==> src/hdl/lsps_pkg.sv <==
// shared constants for the line segment point sampler
`timescale 1ns / 1ps

package lsps_pkg;

  localparam int MAX_POINTS_DEF = 64;
  localparam int COORD_BITS_DEF = 12;
  localparam int FRAC_BITS_DEF  = 16;
  localparam int QUEUE_DEPTH    = 2;

  localparam int IVL_W   = 16;
  localparam int PITCH_W = 8;

  localparam logic [IVL_W-1:0]   IVL_RST   = 16'd100;
  localparam logic [PITCH_W-1:0] PITCH_RST = 8'd25;

  localparam int CFG_IDX_W = 1;

  localparam logic [CFG_IDX_W-1:0] REG_SAMPLE_INTERVAL = 1'b0;
  localparam logic [CFG_IDX_W-1:0] REG_PIXEL_PITCH     = 1'b1;

endpackage

==> src/hdl/lsps_queue.sv <==
// small register queue between the front and back sections
`timescale 1ns / 1ps

module lsps_queue
  import lsps_pkg::*;
#(
  parameter int WIDTH = 8,
  parameter int DEPTH = QUEUE_DEPTH
) (
  input  logic             clk,
  input  logic             rst_n,
  input  logic             push,
  input  logic [WIDTH-1:0] wdata,
  output logic             full,
  input  logic             pop,
  output logic [WIDTH-1:0] rdata,
  output logic             empty
);

  localparam int PTW = (DEPTH > 1) ? $clog2(DEPTH) : 1;
  localparam int CNW = $clog2(DEPTH + 1);

  logic [WIDTH-1:0] mem_r [DEPTH];
  logic [PTW-1:0]   wr_ptr_r, wr_ptr_nxt;
  logic [PTW-1:0]   rd_ptr_r, rd_ptr_nxt;
  logic [CNW-1:0]   count_r, count_nxt;
  logic             do_push, do_pop;

  assign full    = (count_r == CNW'(DEPTH));
  assign empty   = (count_r == '0);
  assign rdata   = mem_r[rd_ptr_r];
  assign do_push = push && !full;
  assign do_pop  = pop && !empty;

  always_comb begin
    wr_ptr_nxt = wr_ptr_r;
    rd_ptr_nxt = rd_ptr_r;
    count_nxt  = count_r;
    if (do_push) begin
      wr_ptr_nxt = (wr_ptr_r == PTW'(DEPTH - 1)) ? '0 : wr_ptr_r + PTW'(1);
    end
    if (do_pop) begin
      rd_ptr_nxt = (rd_ptr_r == PTW'(DEPTH - 1)) ? '0 : rd_ptr_r + PTW'(1);
    end
    if (do_push && !do_pop) begin
      count_nxt = count_r + CNW'(1);
    end else if (do_pop && !do_push) begin
      count_nxt = count_r - CNW'(1);
    end
  end

  always_ff @(posedge clk) begin
    if (!rst_n) begin
      wr_ptr_r <= '0;
      rd_ptr_r <= '0;
      count_r  <= '0;
    end else begin
      wr_ptr_r <= wr_ptr_nxt;
      rd_ptr_r <= rd_ptr_nxt;
      count_r  <= count_nxt;
    end
  end

  always_ff @(posedge clk) begin
    if (do_push) begin
      mem_r[wr_ptr_r] <= wdata;
    end
  end

  // front must hold its record while the queue is full
  a_no_push_when_full: assert property (@(posedge clk) disable iff (!rst_n)
    !(push && full))
    else $error("push while queue full");

  a_count_bound: assert property (@(posedge clk) disable iff (!rst_n)
    count_r <= CNW'(DEPTH))
    else $error("queue count out of range");

endmodule

==> src/hdl/lsps_front.sv <==
// front section: takes segments, finds the jump count and the per-point steps
`timescale 1ns / 1ps

module lsps_front
  import lsps_pkg::*;
#(
  parameter int MAX_POINTS = MAX_POINTS_DEF,
  parameter int COORD_BITS = COORD_BITS_DEF,
  parameter int FRAC_BITS  = FRAC_BITS_DEF,
  localparam int CW    = $clog2(MAX_POINTS + 1),
  localparam int AW    = COORD_BITS + FRAC_BITS + 1,
  localparam int REC_W = 2 + CW + 4 * COORD_BITS + 2 * AW
) (
  input  logic                  clk,
  input  logic                  rst_n,
  input  logic                  in_push,
  output logic                  in_full,
  input  logic [COORD_BITS-1:0] in_start_x,
  input  logic [COORD_BITS-1:0] in_start_y,
  input  logic [COORD_BITS-1:0] in_end_x,
  input  logic [COORD_BITS-1:0] in_end_y,
  input  logic [IVL_W-1:0]      sample_interval,
  input  logic [PITCH_W-1:0]    pixel_pitch,
  output logic                  q_push,
  input  logic                  q_full,
  output logic [REC_W-1:0]      q_wdata
);

  localparam int C    = COORD_BITS;
  localparam int F    = FRAC_BITS;
  localparam int SQW  = 2 * C;
  localparam int D2W  = SQW + 1;
  localparam int P2W  = 2 * PITCH_W;
  localparam int TW   = D2W + P2W;
  localparam int JW   = $clog2(MAX_POINTS + 2);
  localparam int BW   = $clog2(JW);
  localparam int PW   = JW + IVL_W;
  localparam int SW   = 2 * PW;
  localparam int CMPW = (SW > TW) ? SW : TW;
  localparam int NW   = C + F;
  localparam int DCW  = $clog2(NW);

  typedef struct packed {
    logic                 short_seg;
    logic                 clamped;
    logic [CW-1:0]        cnt;
    logic [C-1:0]         sx;
    logic [C-1:0]         sy;
    logic [C-1:0]         ex;
    logic [C-1:0]         ey;
    logic signed [AW-1:0] stepx;
    logic signed [AW-1:0] stepy;
  } seg_rec_t;

  typedef enum logic [10:0] {
    F_IDLE = 11'b00000000001,
    F_DIFF = 11'b00000000010,
    F_SQ   = 11'b00000000100,
    F_SUM  = 11'b00000001000,
    F_TGT  = 11'b00000010000,
    F_MUL1 = 11'b00000100000,
    F_MUL2 = 11'b00001000000,
    F_CMP  = 11'b00010000000,
    F_FIN  = 11'b00100000000,
    F_DIV  = 11'b01000000000,
    F_PUSH = 11'b10000000000
  } fstate_t;

  fstate_t        state_r, state_nxt;
  logic [C-1:0]   sx_r, sx_nxt, sy_r, sy_nxt, ex_r, ex_nxt, ey_r, ey_nxt;
  logic [C-1:0]   adx_r, adx_nxt, ady_r, ady_nxt;
  logic           negx_r, negx_nxt, negy_r, negy_nxt;
  logic [SQW-1:0] dxx_r, dxx_nxt, dyy_r, dyy_nxt;
  logic [P2W-1:0] p2_r, p2_nxt;
  logic [D2W-1:0] d2_r, d2_nxt;
  logic [TW-1:0]  tgt_r, tgt_nxt;
  logic [JW-1:0]  j_r, j_nxt;
  logic [BW-1:0]  bidx_r, bidx_nxt;
  logic [PW-1:0]  prod_r, prod_nxt;
  logic           candok_r, candok_nxt;
  logic [SW-1:0]  sq_r, sq_nxt;
  logic [CW-1:0]  cnt_r, cnt_nxt;
  logic           short_r, short_nxt;
  logic           clamped_r, clamped_nxt;
  logic [NW-1:0]  qx_r, qx_nxt, qy_r, qy_nxt;
  logic [CW-1:0]  remx_r, remx_nxt, remy_r, remy_nxt;
  logic [DCW-1:0] dcnt_r, dcnt_nxt;

  logic [JW-1:0]        cand;
  logic [CW:0]          shx, shy, dvs;
  logic                 gex, gey;
  logic signed [AW-1:0] magx, magy;
  seg_rec_t             rec;

  assign in_full = (state_r != F_IDLE);
  assign q_push  = (state_r == F_PUSH) && !q_full;
  assign cand    = j_r | (JW'(1) << bidx_r);

  // one restoring division step for each axis
  assign dvs = {1'b0, cnt_r};
  assign shx = {remx_r, qx_r[NW-1]};
  assign shy = {remy_r, qy_r[NW-1]};
  assign gex = (shx >= dvs);
  assign gey = (shy >= dvs);

  assign magx = AW'(qx_r);
  assign magy = AW'(qy_r);

  always_comb begin
    rec.short_seg = short_r;
    rec.clamped   = clamped_r;
    rec.cnt       = cnt_r;
    rec.sx        = sx_r;
    rec.sy        = sy_r;
    rec.ex        = ex_r;
    rec.ey        = ey_r;
    rec.stepx     = negx_r ? -magx : magx;
    rec.stepy     = negy_r ? -magy : magy;
  end

  assign q_wdata = rec;

  always_comb begin
    state_nxt   = state_r;
    sx_nxt      = sx_r;
    sy_nxt      = sy_r;
    ex_nxt      = ex_r;
    ey_nxt      = ey_r;
    adx_nxt     = adx_r;
    ady_nxt     = ady_r;
    negx_nxt    = negx_r;
    negy_nxt    = negy_r;
    dxx_nxt     = dxx_r;
    dyy_nxt     = dyy_r;
    p2_nxt      = p2_r;
    d2_nxt      = d2_r;
    tgt_nxt     = tgt_r;
    j_nxt       = j_r;
    bidx_nxt    = bidx_r;
    prod_nxt    = prod_r;
    candok_nxt  = candok_r;
    sq_nxt      = sq_r;
    cnt_nxt     = cnt_r;
    short_nxt   = short_r;
    clamped_nxt = clamped_r;
    qx_nxt      = qx_r;
    qy_nxt      = qy_r;
    remx_nxt    = remx_r;
    remy_nxt    = remy_r;
    dcnt_nxt    = dcnt_r;
    unique case (state_r)
      F_IDLE: begin
        if (in_push) begin
          sx_nxt    = in_start_x;
          sy_nxt    = in_start_y;
          ex_nxt    = in_end_x;
          ey_nxt    = in_end_y;
          state_nxt = F_DIFF;
        end
      end
      F_DIFF: begin
        negx_nxt  = (ex_r < sx_r);
        negy_nxt  = (ey_r < sy_r);
        adx_nxt   = (ex_r < sx_r) ? sx_r - ex_r : ex_r - sx_r;
        ady_nxt   = (ey_r < sy_r) ? sy_r - ey_r : ey_r - sy_r;
        state_nxt = F_SQ;
      end
      F_SQ: begin
        dxx_nxt   = SQW'(adx_r) * SQW'(adx_r);
        dyy_nxt   = SQW'(ady_r) * SQW'(ady_r);
        p2_nxt    = P2W'(pixel_pitch) * P2W'(pixel_pitch);
        state_nxt = F_SUM;
      end
      F_SUM: begin
        d2_nxt    = D2W'(dxx_r) + D2W'(dyy_r);
        state_nxt = F_TGT;
      end
      F_TGT: begin
        tgt_nxt   = TW'(d2_r) * TW'(p2_r);
        j_nxt     = '0;
        bidx_nxt  = BW'(JW - 1);
        state_nxt = F_MUL1;
      end
      F_MUL1: begin
        prod_nxt   = PW'(cand) * PW'(sample_interval);
        candok_nxt = (cand <= JW'(MAX_POINTS + 1));
        state_nxt  = F_MUL2;
      end
      F_MUL2: begin
        sq_nxt    = SW'(prod_r) * SW'(prod_r);
        state_nxt = F_CMP;
      end
      F_CMP: begin
        if (candok_r && (CMPW'(sq_r) <= CMPW'(tgt_r))) begin
          j_nxt = cand;
        end
        if (bidx_r == '0) begin
          state_nxt = F_FIN;
        end else begin
          bidx_nxt  = bidx_r - BW'(1);
          state_nxt = F_MUL1;
        end
      end
      F_FIN: begin
        qx_nxt   = {adx_r, {F{1'b0}}};
        qy_nxt   = {ady_r, {F{1'b0}}};
        remx_nxt = '0;
        remy_nxt = '0;
        dcnt_nxt = DCW'(NW - 1);
        priority if (j_r == '0) begin
          short_nxt   = 1'b1;
          clamped_nxt = 1'b0;
          cnt_nxt     = CW'(2);
          state_nxt   = F_PUSH;
        end else if (j_r > JW'(MAX_POINTS)) begin
          short_nxt   = 1'b0;
          clamped_nxt = 1'b1;
          cnt_nxt     = CW'(MAX_POINTS);
          state_nxt   = F_DIV;
        end else begin
          short_nxt   = 1'b0;
          clamped_nxt = 1'b0;
          cnt_nxt     = CW'(j_r);
          state_nxt   = F_DIV;
        end
      end
      F_DIV: begin
        remx_nxt = gex ? CW'(shx - dvs) : shx[CW-1:0];
        remy_nxt = gey ? CW'(shy - dvs) : shy[CW-1:0];
        qx_nxt   = {qx_r[NW-2:0], gex};
        qy_nxt   = {qy_r[NW-2:0], gey};
        if (dcnt_r == '0) begin
          state_nxt = F_PUSH;
        end else begin
          dcnt_nxt = dcnt_r - DCW'(1);
        end
      end
      F_PUSH: begin
        if (!q_full) begin
          state_nxt = F_IDLE;
        end
      end
      default: begin
        state_nxt = F_IDLE;
      end
    endcase
  end

  always_ff @(posedge clk) begin
    if (!rst_n) begin
      state_r <= F_IDLE;
    end else begin
      state_r <= state_nxt;
    end
  end

  always_ff @(posedge clk) begin
    sx_r      <= sx_nxt;
    sy_r      <= sy_nxt;
    ex_r      <= ex_nxt;
    ey_r      <= ey_nxt;
    adx_r     <= adx_nxt;
    ady_r     <= ady_nxt;
    negx_r    <= negx_nxt;
    negy_r    <= negy_nxt;
    dxx_r     <= dxx_nxt;
    dyy_r     <= dyy_nxt;
    p2_r      <= p2_nxt;
    d2_r      <= d2_nxt;
    tgt_r     <= tgt_nxt;
    j_r       <= j_nxt;
    bidx_r    <= bidx_nxt;
    prod_r    <= prod_nxt;
    candok_r  <= candok_nxt;
    sq_r      <= sq_nxt;
    cnt_r     <= cnt_nxt;
    short_r   <= short_nxt;
    clamped_r <= clamped_nxt;
    qx_r      <= qx_nxt;
    qy_r      <= qy_nxt;
    remx_r    <= remx_nxt;
    remy_r    <= remy_nxt;
    dcnt_r    <= dcnt_nxt;
  end

  // a record leaves only with a count in range
  a_push_cnt: assert property (@(posedge clk) disable iff (!rst_n)
    q_push |-> (cnt_r != '0) && (cnt_r <= CW'(MAX_POINTS)))
    else $error("record count out of range");

endmodule

==> src/hdl/lsps_back.sv <==
// back section: steps the accumulators and drives the result register
`timescale 1ns / 1ps

module lsps_back
  import lsps_pkg::*;
#(
  parameter int MAX_POINTS = MAX_POINTS_DEF,
  parameter int COORD_BITS = COORD_BITS_DEF,
  parameter int FRAC_BITS  = FRAC_BITS_DEF,
  localparam int CW    = $clog2(MAX_POINTS + 1),
  localparam int AW    = COORD_BITS + FRAC_BITS + 1,
  localparam int REC_W = 2 + CW + 4 * COORD_BITS + 2 * AW
) (
  input  logic                  clk,
  input  logic                  rst_n,
  input  logic [REC_W-1:0]      q_rdata,
  input  logic                  q_empty,
  output logic                  q_pop,
  output logic                  out_empty,
  input  logic                  out_pop,
  output logic [COORD_BITS-1:0] out_point_x,
  output logic [COORD_BITS-1:0] out_point_y,
  output logic                  out_last_point,
  output logic                  out_count_clamped
);

  localparam int C = COORD_BITS;
  localparam int F = FRAC_BITS;

  typedef struct packed {
    logic                 short_seg;
    logic                 clamped;
    logic [CW-1:0]        cnt;
    logic [C-1:0]         sx;
    logic [C-1:0]         sy;
    logic [C-1:0]         ex;
    logic [C-1:0]         ey;
    logic signed [AW-1:0] stepx;
    logic signed [AW-1:0] stepy;
  } seg_rec_t;

  seg_rec_t             rec;
  logic                 busy_r, busy_nxt;
  logic                 short_r, short_nxt;
  logic                 clamped_r, clamped_nxt;
  logic [CW-1:0]        cnt_r, cnt_nxt;
  logic [CW-1:0]        k_r, k_nxt;
  logic signed [AW-1:0] ax_r, ax_nxt, ay_r, ay_nxt;
  logic signed [AW-1:0] stepx_r, stepx_nxt, stepy_r, stepy_nxt;
  logic [C-1:0]         ex_r, ex_nxt, ey_r, ey_nxt;
  logic                 oval_r, oval_nxt;
  logic [C-1:0]         px_r, px_nxt, py_r, py_nxt;
  logic                 last_r, last_nxt;
  logic                 oclmp_r, oclmp_nxt;
  logic                 load, emit, is_last;

  assign rec     = q_rdata;
  assign load    = !busy_r && !q_empty;
  assign emit    = busy_r && (!oval_r || out_pop);
  assign is_last = (k_r == cnt_r - CW'(1));
  assign q_pop   = load;

  assign out_empty         = !oval_r;
  assign out_point_x       = px_r;
  assign out_point_y       = py_r;
  assign out_last_point    = last_r;
  assign out_count_clamped = oclmp_r;

  always_comb begin
    busy_nxt    = busy_r;
    short_nxt   = short_r;
    clamped_nxt = clamped_r;
    cnt_nxt     = cnt_r;
    k_nxt       = k_r;
    ax_nxt      = ax_r;
    ay_nxt      = ay_r;
    stepx_nxt   = stepx_r;
    stepy_nxt   = stepy_r;
    ex_nxt      = ex_r;
    ey_nxt      = ey_r;
    oval_nxt    = oval_r;
    px_nxt      = px_r;
    py_nxt      = py_r;
    last_nxt    = last_r;
    oclmp_nxt   = oclmp_r;
    if (oval_r && out_pop) begin
      oval_nxt = 1'b0;
    end
    if (load) begin
      busy_nxt    = 1'b1;
      short_nxt   = rec.short_seg;
      clamped_nxt = rec.clamped;
      cnt_nxt     = rec.cnt;
      k_nxt       = '0;
      ax_nxt      = {1'b0, rec.sx, {F{1'b0}}};
      ay_nxt      = {1'b0, rec.sy, {F{1'b0}}};
      stepx_nxt   = rec.stepx;
      stepy_nxt   = rec.stepy;
      ex_nxt      = rec.ex;
      ey_nxt      = rec.ey;
    end
    if (emit) begin
      oval_nxt  = 1'b1;
      px_nxt    = ax_r[AW-1] ? '0 : ax_r[F +: C];
      py_nxt    = ay_r[AW-1] ? '0 : ay_r[F +: C];
      last_nxt  = is_last;
      oclmp_nxt = clamped_r;
      k_nxt     = k_r + CW'(1);
      if (is_last) begin
        busy_nxt = 1'b0;
      end
      // a short segment jumps straight to its end point
      if (short_r) begin
        ax_nxt = {1'b0, ex_r, {F{1'b0}}};
        ay_nxt = {1'b0, ey_r, {F{1'b0}}};
      end else begin
        ax_nxt = ax_r + stepx_r;
        ay_nxt = ay_r + stepy_r;
      end
    end
  end

  always_ff @(posedge clk) begin
    if (!rst_n) begin
      busy_r <= 1'b0;
      oval_r <= 1'b0;
    end else begin
      busy_r <= busy_nxt;
      oval_r <= oval_nxt;
    end
  end

  always_ff @(posedge clk) begin
    short_r   <= short_nxt;
    clamped_r <= clamped_nxt;
    cnt_r     <= cnt_nxt;
    k_r       <= k_nxt;
    ax_r      <= ax_nxt;
    ay_r      <= ay_nxt;
    stepx_r   <= stepx_nxt;
    stepy_r   <= stepy_nxt;
    ex_r      <= ex_nxt;
    ey_r      <= ey_nxt;
    px_r      <= px_nxt;
    py_r      <= py_nxt;
    last_r    <= last_nxt;
    oclmp_r   <= oclmp_nxt;
  end

  a_last_ends_run: assert property (@(posedge clk) disable iff (!rst_n)
    emit && is_last |=> !busy_r && oval_r && last_r)
    else $error("last point did not end the run");

  a_index_bound: assert property (@(posedge clk) disable iff (!rst_n)
    busy_r |-> k_r < cnt_r)
    else $error("point index beyond count");

endmodule

==> src/hdl/line_segment_point_sampler_unit.sv <==
// top level of the line segment point sampler
`timescale 1ns / 1ps
// usage:
//   input channel: a segment (start_x/y, end_x/y) is taken when in_push is
//   high and in_full is low; in_full stays high while the front section
//   works on a segment.
//   result channel: while out_empty is low the oldest sample point is on the
//   out_ ports; it is taken when out_pop is high. out_last_point marks the
//   final point of a segment.
//   config channel: cfg_index 0 is sample_interval, 1 is pixel_pitch; writes
//   complete whenever cfg_valid is high (cfg_ready is always high).
// sequence: the front section forms the squared distance in the states DIFF,
//   SQ, SUM and TGT, then runs the count search through MUL1, MUL2 and CMP
//   for each count bit (7 bits by default), sets up in FIN, runs the
//   bit-serial step divider over COORD_BITS + FRAC_BITS quotient bits (28 by
//   default) and hands off in PUSH, which waits while the queue is full. A
//   segment shorter than one sample skips the divider. After loading a
//   record the back section emits one point per cycle while the result
//   register is empty or being popped; a two-entry queue lets both
//   sections run on different segments at once.
// stall: while out_pop is low the result register holds; the back section
//   and then the queue fill, and in_full stays high. reset clears all
//   control state and sets the registers to 100 and 25.

module line_segment_point_sampler_unit
  import lsps_pkg::*;
#(
  parameter int MAX_POINTS = MAX_POINTS_DEF,
  parameter int COORD_BITS = COORD_BITS_DEF,
  parameter int FRAC_BITS  = FRAC_BITS_DEF
) (
  input  logic                  clk,
  input  logic                  rst_n,
  input  logic                  in_push,
  output logic                  in_full,
  input  logic [COORD_BITS-1:0] in_start_x,
  input  logic [COORD_BITS-1:0] in_start_y,
  input  logic [COORD_BITS-1:0] in_end_x,
  input  logic [COORD_BITS-1:0] in_end_y,
  output logic                  out_empty,
  input  logic                  out_pop,
  output logic [COORD_BITS-1:0] out_point_x,
  output logic [COORD_BITS-1:0] out_point_y,
  output logic                  out_last_point,
  output logic                  out_count_clamped,
  input  logic                  cfg_valid,
  output logic                  cfg_ready,
  input  logic [CFG_IDX_W-1:0]  cfg_index,
  input  logic [IVL_W-1:0]      cfg_data
);

  localparam int CW    = $clog2(MAX_POINTS + 1);
  localparam int AW    = COORD_BITS + FRAC_BITS + 1;
  localparam int REC_W = 2 + CW + 4 * COORD_BITS + 2 * AW;

  logic [IVL_W-1:0]   ivl_r, ivl_nxt;
  logic [PITCH_W-1:0] pitch_r, pitch_nxt;
  logic               q_push, q_full, q_pop, q_empty;
  logic [REC_W-1:0]   q_wdata, q_rdata;

  assign cfg_ready = 1'b1;

  always_comb begin
    ivl_nxt   = ivl_r;
    pitch_nxt = pitch_r;
    if (cfg_valid) begin
      unique case (cfg_index)
        REG_SAMPLE_INTERVAL: ivl_nxt = cfg_data;
        REG_PIXEL_PITCH:     pitch_nxt = cfg_data[PITCH_W-1:0];
        default: begin
        end
      endcase
    end
  end

  always_ff @(posedge clk) begin
    if (!rst_n) begin
      ivl_r   <= IVL_RST;
      pitch_r <= PITCH_RST;
    end else begin
      ivl_r   <= ivl_nxt;
      pitch_r <= pitch_nxt;
    end
  end

  lsps_front #(
    .MAX_POINTS (MAX_POINTS),
    .COORD_BITS (COORD_BITS),
    .FRAC_BITS  (FRAC_BITS)
  ) u_front (
    .clk             (clk),
    .rst_n           (rst_n),
    .in_push         (in_push),
    .in_full         (in_full),
    .in_start_x      (in_start_x),
    .in_start_y      (in_start_y),
    .in_end_x        (in_end_x),
    .in_end_y        (in_end_y),
    .sample_interval (ivl_r),
    .pixel_pitch     (pitch_r),
    .q_push          (q_push),
    .q_full          (q_full),
    .q_wdata         (q_wdata)
  );

  lsps_queue #(
    .WIDTH (REC_W),
    .DEPTH (QUEUE_DEPTH)
  ) u_queue (
    .clk   (clk),
    .rst_n (rst_n),
    .push  (q_push),
    .wdata (q_wdata),
    .full  (q_full),
    .pop   (q_pop),
    .rdata (q_rdata),
    .empty (q_empty)
  );

  lsps_back #(
    .MAX_POINTS (MAX_POINTS),
    .COORD_BITS (COORD_BITS),
    .FRAC_BITS  (FRAC_BITS)
  ) u_back (
    .clk               (clk),
    .rst_n             (rst_n),
    .q_rdata           (q_rdata),
    .q_empty           (q_empty),
    .q_pop             (q_pop),
    .out_empty         (out_empty),
    .out_pop           (out_pop),
    .out_point_x       (out_point_x),
    .out_point_y       (out_point_y),
    .out_last_point    (out_last_point),
    .out_count_clamped (out_count_clamped)
  );

endmodule
==> config.mk <==
export PLATFORM = sky130hd
export DESIGN_NAME = line_segment_point_sampler_unit
export DESIGN_NICKNAME = d
export VERILOG_FILES = /design/src/hdl/lsps_pkg.sv /design/src/hdl/lsps_queue.sv /design/src/hdl/lsps_front.sv /design/src/hdl/lsps_back.sv /design/src/hdl/line_segment_point_sampler_unit.sv
export SDC_FILE = /design/constraint.sdc
export NUM_CORES = 2
export LEC_CHECK = 0
export ABC_AREA = 1
export BUFFER_PORTS_ARGS = -buffer_cell sky130_fd_sc_hd__buf_2
export CAP_MARGIN = 20
export CORE_MARGIN = 2
export CORE_UTILIZATION = 28
export DETAILED_ROUTE_END_ITERATION = 12
export GPL_ROUTABILITY_DRIVEN = 0
export PLACE_DENSITY_LB_ADDON = 0.12
export SKIP_CTS_REPAIR_TIMING = 1
export SLEW_MARGIN = 15
export SYNTH_ARGS = -nofsm -noshare
export SYNTH_HDL_FRONTEND = slang
export SYNTH_SLANG_ARGS = --single-unit
==> constraint.sdc <==
create_clock -name clk -period 12.89 [get_ports clk]
set_clock_uncertainty 0.05 [all_clocks]
set_input_delay 1.289 -clock clk [delete_from_list [all_inputs] [get_ports clk]]
set_output_delay 1.289 -clock clk [all_outputs]
set_load 0.03 [all_outputs]
==> summary.md <==
| Metric | Value |
|---|---|
| Routed WL | `235700 µm` |
| Routed wire length per instance | `approximately 18 µm` |
| Via count | `59000` |
| Final Hold Violating Endpoints | `0` |
| Crit path launch type | `flip-flop` |
| Drt via density | `4.441` |
| Number of clock sinks | `~820` |
| Worst vdd ir | `0.2954 mV` |
| DP Worst Slack | `5811 ps` |
| Die Wd | `~540 µm` |
| Async S/R FF share, synth | `0` |
| Max Buffers Root-to-Sink | `3` |
| Final Cycle Share | `0.5388` |
| Instance count of the mapped netlist | `9267` |
| Worst slew pin tran | `between 1000 and 1500 ps` |
| CP peak stage delay | `approximately 1100 ps` |
| Gr usage total | `0.1614` |
| Gr ovfl total | `0` |
| Relative slew slack | `0.2557` |
| Sequential-to-total area share from yosys stat | `0.2954` |
| CTS root buffer | `clkbuf_16` |
| Leading area contributor after synthesis | `edfxtp_1` |
| Drt first-iter violations | `~3400` |
| Delay-heaviest family, CP | `adder cells` |
| Crit path DAT | `about 7400 ps` |
| Post-synth cell types | `64` |
| Reg clk slew, reported paths | `60 ps` |
| Final setup fails | `0` |
| PortBufs | `97` |
| Post-synth EDFFs | `slightly below 800` |
| Largest net degree at the start of global routing | `between 70 and 80` |
| Setup tns final | `0 ps` |
| Critical path's slowest cell | `edfxtp_1` |
| Min-delay src | `u_back.clamped_r$_DFFE_PP_` |
| Final-layout fill cell count | `30680` |
| Outcome | `finished clean` |
| Clock latency on the worst-skew pair | `740 ps` |
| Vias in the first global route | `62790` |
| Most common cell in the netlist | `nand2_1` |
| H-tree lvl count | `3` |
| Synth top area share | `0.2851` |
| First-pass GRT wire length | `369500 µm` |
| Synth Warn # | `0` |
| Critical path's most frequent cell | `fa_1` |
| PD cells | `~190 mW/mm²` |
| Crit-path max FO | `23` |
| Synthesized flop and latch total | `818` |
| IO Count | `99` |
| Max cap viols | `0` |
| Ys flop type | `edfxtp_1` |
| Synthesized area | `about 0.082 mm²` |
| Data required time of the worst path | `about 13000 ps` |
| Min Tclk post-route | `6945 ps` |
| Buf+Inv Stages, Crit Path | `5` |
| First-pass iteration count of the detailed router | `7` |
| CTS tree | `done` |
| Final HPWL DP | `~190000 µm` |
| Die area | `0.2962 mm²` |
| Setup Crit Path Kind | `flip-flop to flip-flop` |
| Power Total | `17.55 mW` |
| Initial antenna violation count | `18` |
| NumNets Final | `11000` |
| Critical Path, Cell by Cell | `nand2_1 -> fa_1 -> inv_1 -> fa_1 -> inv_1 -> fa_1 -> fa_1 -> inv_1 -> fa_1 -> fa_1 -> inv_1 -> fa_1 -> inv_1 -> ha_1 -> a21oi_1 -> o21ai_0 -> a21oi_1 -> nand3_1 -> nand2_1 -> nand2_1 -> nand2_1 -> nand2_1` |
| Num CTS Buffers | `94` |
| Fmax | `between 0.1 and 0.15 GHz` |
| Setup WS post-layout | `between 5000 and 6000 ps` |
| Critical path startpoint | `u_front.prod_r[19]$_DFFE_PP_` |
| Mean Syn Cell Area | `8.820 µm²` |
| Initial Util | `0.2813` |
| Core Area | `0.2906 mm²` |
| Worst hold path class | `flip-flop to flip-flop` |
| Remaining DRCs | `0` |
| Leakage | `about 45 nW` |
| Most frequent cells after synthesis | `2191 x nand2_1, 2181 x inv_1, 940 x fa_1, 776 x edfxtp_1, 683 x ha_1` |
| RR Startpoint | `u_front.prod_r[19]$_DFFE_PP_` |
| Top cells by area, synth | `edfxtp_1 29%, fa_1 23%, ha_1 10%` |
| Site Rows | `198` |
| Critical Path End Type | `flip-flop` |
| Vert. Die Dim | `544.3 µm` |
| Layout cells sized above 1 | `0.05457` |
| Area Overhead vs Synth | `10.26%` |
| Post-DRT Antenna Nets | `0` |
| Final Max Slew Viols | `0` |
| Unrepaired setup endpoints after global routing | `false` |
path summary, 6_finish.rpt:
kind / endpoint / slack, ps / cells after the start
max reg2reg: u_front.sq_r[35]$_DFFE_PP_ / 5940 / 22
max: u_front.sq_r[35]$_DFFE_PP_ / 5940 / 22
min: u_back.out_count_clamped$_DFFE_PP_ / 380 / 0
min reg2reg: u_back.out_count_clamped$_DFFE_PP_ / 380 / 0
cells in the final DEF, fill, tap and decap left out, types with 13 or more instances in the layout:
master        n
nand2_1    2189
clkinv_1     18
fa_1        940
nand3_1     255
ha_1        683
bufinv_16    13
clkbuf_16    95
o21ai_0     231
buf_4        64
nand4_1      72
nand3b_1     14
xor2_1      198
nor2_1      585
a21oi_1     370
or2_2        18
nor2_2       13
nor3_1       57
o21a_1       24
edfxtp_1    776
xnor2_1      81
a21o_1       27
o21ai_1      15
clkinv_2     21
and2_1       13
inv_1      2180
mux2_2      115
dfxtp_1      41
o21bai_1     17
buf_2        97
o211ai_1     20
power breakdown:
part / switching, mW / internal (mW)
clock network: 1.23 / 1.63
logic: 6.81 / 3.59
registers: 0.381 / 3.91
through the flow:
stage	hold slack (ps)	cell area, µm²	cells	util
after floorplan	350.3	81740	9268	-
after global placement	356.0	86680	13100	0.2983
after detailed placement	374.6	86710	13100	0.2984
after CTS	389.3	89960	13270	0.3096
after global routing	403.9	90120	13280	0.3101
final	381.1	90120	13290	0.3101
worst reg2reg max path, cell delays in order, from the launching register on:
cell and delay [ps]:
edfxtp_1 1060, nand2_1 250, fa_1 610, inv_1 60
fa_1 500, inv_1 50, fa_1 460, fa_1 520
inv_1 50, fa_1 490, fa_1 490, inv_1 50
fa_1 470, inv_1 40, ha_1 360, a21oi_1 280
o21ai_0 260, a21oi_1 180, nand3_1 220, nand2_1 140
nand2_1 60, nand2_1 60, nand2_1 40
metal layers:
layer | share of wire | vias up | track usage | routed length, µm
met4 | 0.021 | 14 | 0.03426 | 4860
li1 | - | 28560 | - | -
met1 | 0.48 | 29280 | 0.2278 | 113900
met2 | 0.45 | 910 | 0.2620 | 107000
met3 | 0.041 | 233 | 0.02136 | 9711
met5 | 0.00084 | - | 0.003084 | 199
kinds of logic (layout without fill, tap and decap cells):
family / Yosys count / in the layout / synth area share
simple gates: 3264 / 3264 / 0.1615
buf+inv: 2421 / 2535 / 0.1124
fa+ha+maj: 1623 / 1623 / 0.3348
flops: 818 / 818 / 0.2954
compound gates: 744 / 744 / 0.04981
xor+xnor: 280 / 280 / 0.03017
mux: 115 / 115 / 0.01584
other cells: 2 / 6 / 0.00009189
cell type report:
type | instances | area (µm²) | share of cell area
Multi-Input combinational cell | 6029 | 48460 | 0.5378
Sequential cell | 818 | 24150 | 0.2679
Inverter | 2189 | 8222 | 0.09123
Tap cell | 3900 | 4880 | 0.05415
Clock buffer | 107 | 2422 | 0.02688
Timing Repair Buffer | 170 | 1151 | 0.01277
Clock inverter | 69 | 828.3 | 0.009191
Antenna cell | 3 | 7.507 | 0.00008330
sequential cells by signal, indices dropped and copies added (netlist names), 15 cells and up, named ones only:
register        count
u_queue.mem_r     230
u_front.sq_r       45
u_front.tgt_r      41
u_back.ax_r        29
u_back.ay_r        29
u_back.stepx_r     29
u_back.stepy_r     29
u_front.qx_r       28
u_front.qy_r       28
u_front.d2_r       25
u_front.dxx_r      23
u_front.dyy_r      23
u_front.prod_r     23
ivl_r              16
u_front.p2_r       15
No activity file was read; power rests on OpenSTA's default activity.
